<file path="src/hdl/ddsp_pkg.sv">
package ddsp_pkg;

  localparam int NUM_W     = 32;
  localparam int DIGITS    = 10;
  localparam int DIG_W     = 4;
  localparam int BCD_W     = DIGITS * DIG_W;
  localparam int BITS_STEP = 2;
  localparam int BCD_STEPS = NUM_W / BITS_STEP;

  localparam logic [7:0] MAIN_SLOT_RESET = 8'd51;
  localparam logic [3:0] MAIN_PAL_RESET  = 4'd4;
  localparam logic [3:0] SUB_PAL_RESET   = 4'd0;

  localparam logic [1:0] REG_SLOT_START = 2'd0;
  localparam logic [1:0] REG_MAIN_PAL   = 2'd1;
  localparam logic [1:0] REG_SUB_PAL    = 2'd2;

  typedef struct packed {
    logic       slot_load;
    logic [7:0] slot_start;
    logic [3:0] main_palette;
    logic [3:0] sub_palette;
  } cfg_t;

  function automatic logic [3:0] glyph_width(input logic [3:0] d);
    logic [3:0] w;
    case (d)
      4'd0:    w = 4'd13;
      4'd1:    w = 4'd11;
      4'd2:    w = 4'd12;
      4'd3:    w = 4'd12;
      4'd4:    w = 4'd12;
      4'd5:    w = 4'd13;
      4'd6:    w = 4'd11;
      4'd7:    w = 4'd11;
      4'd8:    w = 4'd10;
      4'd9:    w = 4'd10;
      default: w = 4'd0;
    endcase
    return w;
  endfunction

endpackage

</file>
<file path="src/hdl/ddsp_bcd.sv">
module ddsp_bcd (
  input  logic                       clk,
  input  logic                       rst,
  input  logic                       start,
  input  logic [ddsp_pkg::NUM_W-1:0] number,
  output logic                       busy,
  output logic                       done,
  output logic [ddsp_pkg::BCD_W-1:0] bcd
);

  logic [ddsp_pkg::NUM_W-1:0] bin;
  logic [3:0]                 cnt;
  logic [ddsp_pkg::BCD_W-1:0] fix1;
  logic [ddsp_pkg::BCD_W-1:0] fix2;
  logic [ddsp_pkg::BCD_W-1:0] bcd_next;

  function automatic logic [ddsp_pkg::BCD_W-1:0] add3(input logic [ddsp_pkg::BCD_W-1:0] v);
    logic [ddsp_pkg::BCD_W-1:0] r;
    r = v;
    for (int i = 0; i < ddsp_pkg::DIGITS; i++) begin
      if (v[i*ddsp_pkg::DIG_W +: ddsp_pkg::DIG_W] >= 4'd5) begin
        r[i*ddsp_pkg::DIG_W +: ddsp_pkg::DIG_W] = v[i*ddsp_pkg::DIG_W +: ddsp_pkg::DIG_W] + 4'd3;
      end
    end
    return r;
  endfunction

  // two bits of the binary value per cycle
  always_comb begin
    fix1     = add3(bcd);
    fix2     = add3({fix1[ddsp_pkg::BCD_W-2:0], bin[ddsp_pkg::NUM_W-1]});
    bcd_next = {fix2[ddsp_pkg::BCD_W-2:0], bin[ddsp_pkg::NUM_W-2]};
  end

  always_ff @(posedge clk) begin
    if (rst) begin
      busy <= 1'b0;
      done <= 1'b0;
      cnt  <= '0;
    end else begin
      done <= 1'b0;
      if (start) begin
        bin  <= number;
        bcd  <= '0;
        cnt  <= '0;
        busy <= 1'b1;
      end else if (busy) begin
        bcd <= bcd_next;
        bin <= {bin[ddsp_pkg::NUM_W-ddsp_pkg::BITS_STEP-1:0], {ddsp_pkg::BITS_STEP{1'b0}}};
        cnt <= cnt + 4'd1;
        if (cnt == 4'(ddsp_pkg::BCD_STEPS - 1)) begin
          busy <= 1'b0;
          done <= 1'b1;
        end
      end
    end
  end

endmodule

</file>
<file path="src/hdl/ddsp_emit.sv">
module ddsp_emit (
  input  logic                       clk,
  input  logic                       rst,
  input  logic                       start,
  input  logic [7:0]                 anchor_x,
  input  logic [7:0]                 anchor_y,
  input  logic [6:0]                 slot_base,
  input  logic                       screen,
  input  ddsp_pkg::cfg_t             cfg,
  input  logic                       bcd_done,
  input  logic [ddsp_pkg::BCD_W-1:0] bcd,
  output logic                       busy,
  output logic                       m_tvalid,
  input  logic                       m_tready,
  output logic [7:0]                 slot,
  output logic signed [9:0]          pos_x,
  output logic [7:0]                 pos_y,
  output logic [3:0]                 digit,
  output logic [3:0]                 palette,
  output logic                       last
);

  typedef enum logic [1:0] {IDLE, WAIT, SWEEP, EMIT} state_t;

  state_t     state;
  logic [7:0] ax;
  logic [7:0] ay;
  logic [6:0] base;
  logic       scr;
  logic [3:0] dig [ddsp_pkg::DIGITS];
  logic [3:0] idx;
  logic       seen;
  logic [3:0] msd;
  logic [6:0] total;
  logic [6:0] total_next;
  logic [9:0] x;
  logic [3:0] k;
  logic [7:0] main_slot;
  logic       out_free;

  assign busy       = (state != IDLE);
  assign out_free   = !m_tvalid || m_tready;
  assign total_next = total + (seen ? {3'b000, ddsp_pkg::glyph_width(dig[ddsp_pkg::DIGITS-1])}
                                    : 7'd0);

  always_ff @(posedge clk) begin
    if (rst) begin
      state     <= IDLE;
      m_tvalid  <= 1'b0;
      main_slot <= ddsp_pkg::MAIN_SLOT_RESET;
    end else begin
      if (m_tready) begin
        m_tvalid <= 1'b0;
      end
      unique case (state)
        IDLE: begin
          if (start) begin
            ax    <= anchor_x;
            ay    <= anchor_y;
            base  <= slot_base;
            scr   <= screen;
            state <= WAIT;
          end
        end
        WAIT: begin
          if (bcd_done) begin
            for (int i = 0; i < ddsp_pkg::DIGITS; i++) begin
              dig[i] <= bcd[i*ddsp_pkg::DIG_W +: ddsp_pkg::DIG_W];
            end
            idx   <= 4'(ddsp_pkg::DIGITS - 1);
            seen  <= 1'b0;
            msd   <= '0;
            total <= '0;
            state <= SWEEP;
          end
        end
        SWEEP: begin
          // rotate, most significant digit first
          dig[0] <= dig[ddsp_pkg::DIGITS-1];
          for (int i = 1; i < ddsp_pkg::DIGITS; i++) begin
            dig[i] <= dig[i-1];
          end
          total <= total_next;
          if (dig[ddsp_pkg::DIGITS-1] != 4'd0 && !seen) begin
            seen <= 1'b1;
            msd  <= idx;
          end
          idx <= idx - 4'd1;
          if (idx == 4'd0) begin
            x     <= {2'b00, ax} + {3'b000, total_next};
            k     <= '0;
            state <= EMIT;
          end
        end
        EMIT: begin
          if (out_free) begin
            m_tvalid <= 1'b1;
            if (scr) begin
              slot <= {1'b0, base} + {4'b0000, k};
            end else begin
              slot      <= main_slot;
              main_slot <= main_slot + 8'd1;
            end
            pos_x   <= x;
            pos_y   <= ay;
            digit   <= dig[0];
            palette <= scr ? cfg.sub_palette : cfg.main_palette;
            last    <= (k == msd);
            x       <= x - {6'b000000, ddsp_pkg::glyph_width(dig[1])};
            for (int i = 0; i < ddsp_pkg::DIGITS - 1; i++) begin
              dig[i] <= dig[i+1];
            end
            k <= k + 4'd1;
            if (k == msd) begin
              state <= IDLE;
            end
          end
        end
        default: state <= IDLE;
      endcase
      if (cfg.slot_load) begin
        main_slot <= cfg.slot_start;
      end
    end
  end

endmodule

</file>
<file path="src/hdl/decimal_digit_sprite_placer.sv">
// Channel  Dir  Handshake            Contents
// s_       in   s_tvalid/s_tready    number word: anchor, value, slot base; screen in tuser
// m_       out  m_tvalid/m_tready    one sprite word per decimal digit, tlast on the top digit
// APB      in   psel/penable/pready  main_slot_start, main_palette, sub_palette at 0, 4, 8
//
// An item goes through binary to BCD conversion (two bits a cycle), a latch of the digits
// and a digit sweep for the width sum, then one output word a cycle per digit while
// m_tready does not hold an output word.
// The next word is accepted once the last digit sits in the output register.
// Reset is synchronous; it restores the register defaults and the running slot counter.
module decimal_digit_sprite_placer (
  input  logic        clk,
  input  logic        rst,
  input  logic        s_tvalid,
  output logic        s_tready,
  input  logic [55:0] s_tdata,   // anchor_x, anchor_y, number, slot_base, zero pad
  input  logic        s_tuser,   // screen
  output logic        m_tvalid,
  input  logic        m_tready,
  output logic [39:0] m_tdata,   // slot, pos_x, pos_y, digit, palette, zero pad
  output logic        m_tlast,
  input  logic        psel,
  input  logic        penable,
  input  logic        pwrite,
  input  logic [3:0]  paddr,
  input  logic [31:0] pwdata,
  output logic [31:0] prdata,
  output logic        pready
);

  logic                       wr;
  logic [7:0]                 slot_start;
  logic [3:0]                 main_palette;
  logic [3:0]                 sub_palette;
  ddsp_pkg::cfg_t             cfg;
  logic                       accept;
  logic                       bcd_busy;
  logic                       bcd_done;
  logic [ddsp_pkg::BCD_W-1:0] bcd;
  logic                       emit_busy;
  logic [7:0]                 slot;
  logic signed [9:0]          pos_x;
  logic [7:0]                 pos_y;
  logic [3:0]                 digit;
  logic [3:0]                 palette;

  assign pready = 1'b1;
  assign wr     = psel && penable && pwrite && pready;

  always_ff @(posedge clk) begin
    if (rst) begin
      slot_start   <= ddsp_pkg::MAIN_SLOT_RESET;
      main_palette <= ddsp_pkg::MAIN_PAL_RESET;
      sub_palette  <= ddsp_pkg::SUB_PAL_RESET;
    end else if (wr) begin
      unique case (paddr[3:2])
        ddsp_pkg::REG_SLOT_START: slot_start   <= pwdata[7:0];
        ddsp_pkg::REG_MAIN_PAL:   main_palette <= pwdata[3:0];
        ddsp_pkg::REG_SUB_PAL:    sub_palette  <= pwdata[3:0];
        default: ;
      endcase
    end
  end

  always_comb begin
    unique case (paddr[3:2])
      ddsp_pkg::REG_SLOT_START: prdata = {24'd0, slot_start};
      ddsp_pkg::REG_MAIN_PAL:   prdata = {28'd0, main_palette};
      ddsp_pkg::REG_SUB_PAL:    prdata = {28'd0, sub_palette};
      default:                  prdata = '0;
    endcase
  end

  assign cfg.slot_load    = wr && (paddr[3:2] == ddsp_pkg::REG_SLOT_START);
  assign cfg.slot_start   = pwdata[7:0];
  assign cfg.main_palette = main_palette;
  assign cfg.sub_palette  = sub_palette;

  assign s_tready = !bcd_busy && !emit_busy;
  assign accept   = s_tvalid && s_tready;

  ddsp_bcd u_bcd (
    .clk    (clk),
    .rst    (rst),
    .start  (accept),
    .number (s_tdata[47:16]),
    .busy   (bcd_busy),
    .done   (bcd_done),
    .bcd    (bcd)
  );

  ddsp_emit u_emit (
    .clk       (clk),
    .rst       (rst),
    .start     (accept),
    .anchor_x  (s_tdata[7:0]),
    .anchor_y  (s_tdata[15:8]),
    .slot_base (s_tdata[54:48]),
    .screen    (s_tuser),
    .cfg       (cfg),
    .bcd_done  (bcd_done),
    .bcd       (bcd),
    .busy      (emit_busy),
    .m_tvalid  (m_tvalid),
    .m_tready  (m_tready),
    .slot      (slot),
    .pos_x     (pos_x),
    .pos_y     (pos_y),
    .digit     (digit),
    .palette   (palette),
    .last      (m_tlast)
  );

  assign m_tdata = {6'd0, palette, digit, pos_y, pos_x, slot};

  a_busy_after_accept: assert property (@(posedge clk) disable iff (rst)
    accept |=> !s_tready)
    else $error("input taken again right after accept");

  a_digit_range: assert property (@(posedge clk) disable iff (rst)
    m_tvalid |-> (m_tdata[29:26] <= 4'd9))
    else $error("digit out of decimal range");

  a_run_continues: assert property (@(posedge clk) disable iff (rst)
    (m_tvalid && m_tready && !m_tlast) |=> m_tvalid)
    else $error("digit run broken before last word");

endmodule

</file>
<file path="config.mk">
export PLATFORM = sky130hd
export DESIGN_NAME = decimal_digit_sprite_placer
export DESIGN_NICKNAME = d
export VERILOG_FILES = /design/src/hdl/ddsp_pkg.sv /design/src/hdl/ddsp_bcd.sv /design/src/hdl/ddsp_emit.sv /design/src/hdl/decimal_digit_sprite_placer.sv
export SDC_FILE = /design/constraint.sdc
export NUM_CORES = 1
export LEC_CHECK = 0
export BUFFER_PORTS_ARGS = -buffer_cell sky130_fd_sc_hd__buf_4
export CAP_MARGIN = 30
export CORE_ASPECT_RATIO = 1.75
export CORE_MARGIN = 8
export CORE_UTILIZATION = 47
export CTS_CLUSTER_SIZE = 20
export DETAILED_ROUTE_END_ITERATION = 10
export HOLD_SLACK_MARGIN = 0.05
export PLACE_DENSITY = 0.68
export SETUP_SLACK_MARGIN = 0.2
export SLEW_MARGIN = 25
export SYNTH_ARGS = -nofsm -noshare
export SYNTH_HDL_FRONTEND = slang
export SYNTH_SLANG_ARGS = --single-unit
</file>
<file path="constraint.sdc">
create_clock -name clk -period 10.8 [get_ports clk]
set_clock_uncertainty 0.2 [all_clocks]
set_input_delay 0 -clock clk [delete_from_list [all_inputs] [get_ports clk]]
set_output_delay 0 -clock clk [all_outputs]
set_load 0.02 [all_outputs]
</file>
# [After elaboration in Yosys (flattened, before gate mapping)]
# Memory sizes are Yosys's and may differ from the RTL's.
# Cells that the tools add are included.
[classes] mux=93 n_eq_ne=14 addsub=28 bitwise_logic=21 reduce_logical=34 magnitude_cmp=20
[ops] cell="$mux 4" n=47
[ops] cell="$ge 4x3->1 const B" n=20
[ops] cell="$add 4x2->4 const B" n=18
[ops] cell="$mux 32" n=2
[ops] cell="$mux 40" n=1
[ops] cell="$mux 8" n=5
[ops] cell="$pmux 4 s2" n=3
[ops] cell="$pmux 8 s3" n=1
[ops] cell="$mux 1" n=20
[ops] cell="$mux 10" n=2
[ops] cell="$pmux 10 s2" n=1
[ops] cell="$or 1x1->1" n=19
[ops] cell="$pmux 7 s2" n=1
[ops] cell="$reduce_and 3->1" n=4
[ops] cell="$reduce_bool 2->1" n=6
[ops] cell="$mux 2" n=5
[ops] cell="$sub 10x4->10" n=1
[ops] cell="$add 8x7->9" n=1
[ops] cell="$add 4x1->4 const B" n=2
[ops] cell="$add 7x4->8" n=1
[ops] cell="$add 8x1->8 const B" n=1
[ops] cell="$ne 2x1->1 const B" n=4
[ops] cell="$pmux 2 s4" n=1
[ops] cell="$reduce_and 2->1" n=4
[ops] cell="22 further kinds" n=40
[totals] output_inout_bits=76 register_bits=194 elab_cells=240 romBits=128 mem_bits_rw=40 memories=3 inputBits=100
[mem_list] name="(no name shown)" words=16 word_bits=4 rd=1 rd_clocked_by_memory_dff=0 write_ports=0 line="ddsp_pkg.sv:27" rtl="case (d)"
[mem_list] name="(no name shown)" words=16 word_bits=4 rd=1 rd_clocked_by_memory_dff=0 write_ports=0 line="ddsp_pkg.sv:27"
[mem_list] name="u_emit.dig" words=10 word_bits=4 rd=10 rd_clocked_by_memory_dff=0 write_ports=10 line="ddsp_emit.sv:30" rtl="logic [3:0] dig [ddsp_pkg::DIGITS];"

# [Longest topological paths before layout]
[logic_depth] ltp_word=8 ltp_mapped=15 depth_no_buf=15

# [By module]
# From an unflattened synthesis, not the netlist that was laid out.
[unflattened] cells_unflattened=1080 hier_area_um2=12525.8
[by_module_without_submodules] module="ddsp_emit" seq_area_each_um2=4093.9 instances=1 area_per_inst_um2=6755.2 cells_per_inst=549
[by_module_without_submodules] module="ddsp_bcd" seq_area_each_um2=2282.2 instances=1 area_per_inst_um2=4693.3 cells_per_inst=408
[by_module_without_submodules] module="decimal_digit_sprite_placer" seq_area_each_um2=320.3 instances=1 area_per_inst_um2=1077.3 cells_per_inst=123

# [Worst setup path before layout]
# Ideal clock, no wire load.
[synth_timing] path_type="reg2reg" start="register u_emit.state[0]" end="register u_bcd.bcd[0] (netlist bit), enable pin" n_path_buf=1 slack_ns=5.757 setup_ns=0.505 stages_incl_launch_ff=8 t_required_ns=10.095 synth_period_minus_slack_ns=5.043 t_arrival_ns=4.338 path_cell_list="dfxtp_1 > inv_1 > ha_1 > nor2b_2 > and2_1 > buf_2 > nor2_1 > nor2_1"
[synth_via] elab_chain_len=6
[synth_rtl] element="from (decl)" line="ddsp_emit.sv:25" rtl="state_t state;"
[synth_rtl] element="from (signal assigned)" line="ddsp_emit.sv:48" rtl="state <= IDLE;"
[synth_rtl] element="from (signal assigned)" line="ddsp_emit.sv:62" rtl="state <= WAIT;"
[synth_rtl] element="from (signal assigned)" line="ddsp_emit.sv:74" rtl="state <= SWEEP;"
[synth_rtl] element="$reduce_bool 2->1" line="ddsp_emit.sv:41" rtl="assign busy = (state != IDLE);"
[synth_rtl] element="$logic_not 1->1" line="decimal_digit_sprite_placer.sv:79" rtl="assign s_tready = !bcd_busy && !emit_busy;"
[synth_rtl] element="$logic_and 1x1->1" line="decimal_digit_sprite_placer.sv:79"
[synth_rtl] element="named net s_tready" line="decimal_digit_sprite_placer.sv:15" rtl="output logic s_tready,"
[synth_rtl] element="$logic_and 1x1->1" line="decimal_digit_sprite_placer.sv:80" rtl="assign accept = s_tvalid && s_tready;"
[synth_rtl] element="$reduce_bool 2->1 (no line)"
[synth_rtl] element="$reduce_and 2->1 (no line)"
[synth_rtl] element="to (signal assigned)" line="ddsp_bcd.sv:48" rtl="bcd <= bcd_next;"
[synth_rtl] element="to (decl)" line="ddsp_bcd.sv:8" rtl="output logic [ddsp_pkg::BCD_W-1:0] bcd"
# The timed path passes the listed nets, and every way through them passes these cells.
# A chain may end at the register's enable or synchronous reset.

==> flow_summary.yaml <==
setup_path:
  reg2reg_depth: 10
  crit_start: "u_emit.dig[9][2]"
  required_ns: 10.87
  startpoint_type: "flip-flop"
  endpoint_kind: "flip-flop"
  r2r_end: "u_emit.x[6]"
  crit_type: "reg2reg"
  cp_max_fo: 6
  reg2reg_slack_ns: 6.95
  rr_startpoint: "u_emit.dig[9][2]"
  cp.arrival_ns: 3.93
  cp-endpoint: "u_emit.x[6]"
grt:
  grtUsageTotal: 0.175
  grt_pass1_wl_mm: 47.4
  grt-ovfl-total: 0
  grt_max_degree: 84
  grt_pass1_vias: 9830
  grt_antenna_before_repair: 0
synth:
  seq_area_frac_synth: 0.523
  syn_inst: 1210
  synth_compound_area_frac: 0.123
  synth_ff_type: "edfxtp_1"
  yosysWarnings: 0
  synth.top_cell.area_share: 0.471
  synth-seq-cells: 234
  avgSynthCellArea_um2: 10.6
  synth_enable_flop_cells: 201
  synth_commonest_cells: "edfxtp_1 (201), nand2_1 (176), nor2_1 (85), o21ai_0 (78), ha_1 (67)"
  synth_most_common_cell: "edfxtp_1"
  synthAdderAreaFrac: 0.0717
  synth-xor-area-share: 0.0383
  synth_area_leader_cell: "edfxtp_1"
  ys_top_cells_by_area: "edfxtp_1 (47%), ha_1 (6.5%), dfxtp_1 (5.2%), nand2_1 (5.2%), o21ai_0 (3.0%)"
  netlist_area_um2: 12800
  muxShareOfSynthArea: 0.0378
  ys_async_sr_fraction: 0
  synthSimpleGateAreaFrac: 0.155
  synth_top_family_by_area: "simple AND/OR/NAND/NOR gates"
  synthDistinctLibCells: 56
timing:
  finalCritPeriodShare: 0.357
  slew_viol_final: 0
  rsz0062_at_grt: "no"
  max_freq_ghz: 0.260
  tns_ns: 0
  max_slew_margin: 0.408
  hold_viol_final: 0
  hold-worst-slack_ns: 0.0696
  setup_slack_ns: 6.95
  worst_pin_slew_ns: 0.888
  finalSetupViolations: 0
  fin_crit_ns: 3.85
run:
  cap_viol_max_count: 0
clock_network:
  cts_max_path_buffers: 3
  post_cts_buffers: 0
  cts_buffers: 24
  htree_levels: 1
  cts_tree: "built"
  cts-root-buf: "clkbuf_16"
  cts_hold_buf: 129
  cts.clk_slew.worst_paths_ns: 0.06
  cts.sinks: 234
  cts-resized-gates: 0
  worstSkewPairLatency_ns: 0.54
drt:
  ant_nets: 0
  drc_errors: 0
  wire_per_inst_um: 16.2
  vias_per_cell: 5.33
  drt_iter0_drc: 477
  drt_wl_total_mm: 29.1
  first_pass_iters: 5
  num_vias: 9562
finish:
  area_growth_pct: 25.0
  fin_nets: 1620
  finalInstanceArea_um2: 16000
  post-route-util: 0.592
  n_antenna_cell: 0
  drive_gt1_frac: 0.146
  fin_cells: 1793
status:
  outcome: "complete, no violations"
placement:
  placed_area_um2: 13900
  dp_slack_ns: 7.01
  dp_hpwl_mm: 19.0
  io_buffers: 117
  gp_congestion: 0.803
  dp_cells: 1620
die:
  die_y_um: 234
  die_area_um2: 33000
  io_pins: 176
  start_util: 0.474
  rows: 80
  core_um2: 27000
  die_w_um: 141
min_path:
  min_path_cells: 4
  hold_path_class: "in2reg"
pwr:
  p_leak_nw: 6.42
  totalPowerFinal_mw: 3.91
  power.density_nw_per_um2: 244
  peakVddDrop_uv: 162
[cell type report]
| class | count | area, um2 |
|---|---|---|
| flip-flops and latches | 234 | 6700 |
| repair buffers | 258 | 2320 |
| clock inverters | 9 | 56.3 |
| inverters | 56 | 210 |
| fillers | 2233 | 11000 |
| well taps | 328 | 410 |
| multi-input cells | 875 | 5620 |
| clock buffers | 33 | 698 |
[kinds of logic (layout without fill, tap and decap cells)]
| kind of cell | count (synthesis) | in the layout |
|---|---|---|
| DFF | 234 | 234 |
| buffers and inverters | 130 | 356 |
| other | 2 | 31 |
| muxes | 46 | 46 |
| and+or+nand+nor | 419 | 419 |
| AOI/OAI and AO/OA | 252 | 252 |
| adders and majority gates | 71 | 71 |
| xor gates and xnor gates | 56 | 56 |
[metal layers]
metal	vias to the layer above	share of wire	global-route usage
li1	4716	-	-
met1	4571	0.38	0.183
met2	226	0.55	0.342
met3	49	0.046	0.0276
met4	0	0.027	0.0671
met5	-	0	0
[flip-flops by register name, summed over array words and instances, names as in the netlist, 7 cells and up]
signal	count
u_bcd.bcd	40
u_emit.dig	40
u_bcd.bin	32
u_emit.pos_x	10
u_emit.x	10
slot_start	8
u_emit.ax	8
u_emit.ay	8
u_emit.main_slot	8
u_emit.pos_y	8
u_emit.slot	8
u_emit.base	7
u_emit.total	7
[where the power goes]
group | internal, mW | leakage [nW] | total (mW) | switching (mW)
Sequential | 1.30 | 2.12 | 1.47 | 0.164
Clock | 0.454 | 0.373 | 0.805 | 0.351
Combinational | 0.728 | 3.93 | 1.64 | 0.914
Total | 2.48 | 6.42 | 3.91 | 1.43
[worst min-delay path by stage]
stage | endpoint | slack [ns] | startpoint
after detailed placement | u_emit.ay[7] | -0.02 | s_tdata[15]
final | u_bcd.bin[25] | 0.07 | s_tdata[41]
after global placement | u_emit.ay[7] | -0.02 | s_tdata[15]
after floorplan | u_emit.ax[0] | -0.10 | s_tdata[0]
after global routing | u_bcd.bin[25] | 0.08 | s_tdata[41]
after CTS | u_bcd.bin[7] | 0.05 | s_tdata[23]
[cells in the final DEF, fill, tap and decap left out, types with 4 or more instances in the layout]
master,netlist,layout
a211oi_1,17,17
a21o_1,14,14
a21oi_1,52,51
a22oi_1,36,36
and2_1,22,21
buf_4,33,126
clkbuf_1,18,6
clkbuf_16,0,27
conb_1,2,31
dfxtp_1,33,33
dlygate4sd3_1,0,129
edfxtp_1,201,201
fa_1,4,4
ha_1,67,67
inv_1,55,55
mux2_2,19,19
mux2i_1,27,27
nand2_1,176,176
nand2b_1,13,13
nand3_1,12,12
nand4_1,4,4
nor2_1,85,81
nor2b_1,26,26
nor3_1,25,24
nor3b_1,19,19
o21a_1,8,8
o21ai_0,78,78
o21bai_1,13,13
o31ai_1,19,19
or2_2,18,18
xnor2_1,35,35
xor2_1,21,21
[worst max-delay path: stages, from the launching register on]
cell	delay [ns]
edfxtp_1	0.50
mux2_2	0.38
nor3b_1	0.26
ha_1	0.25
fa_1	0.51
fa_1	0.51
a211oi_1	0.32
o21bai_1	0.15
a21oi_1	0.20
xor2_1	0.23
mux2i_1	0.10
Note: power is estimated with default switching activity, not from simulation.
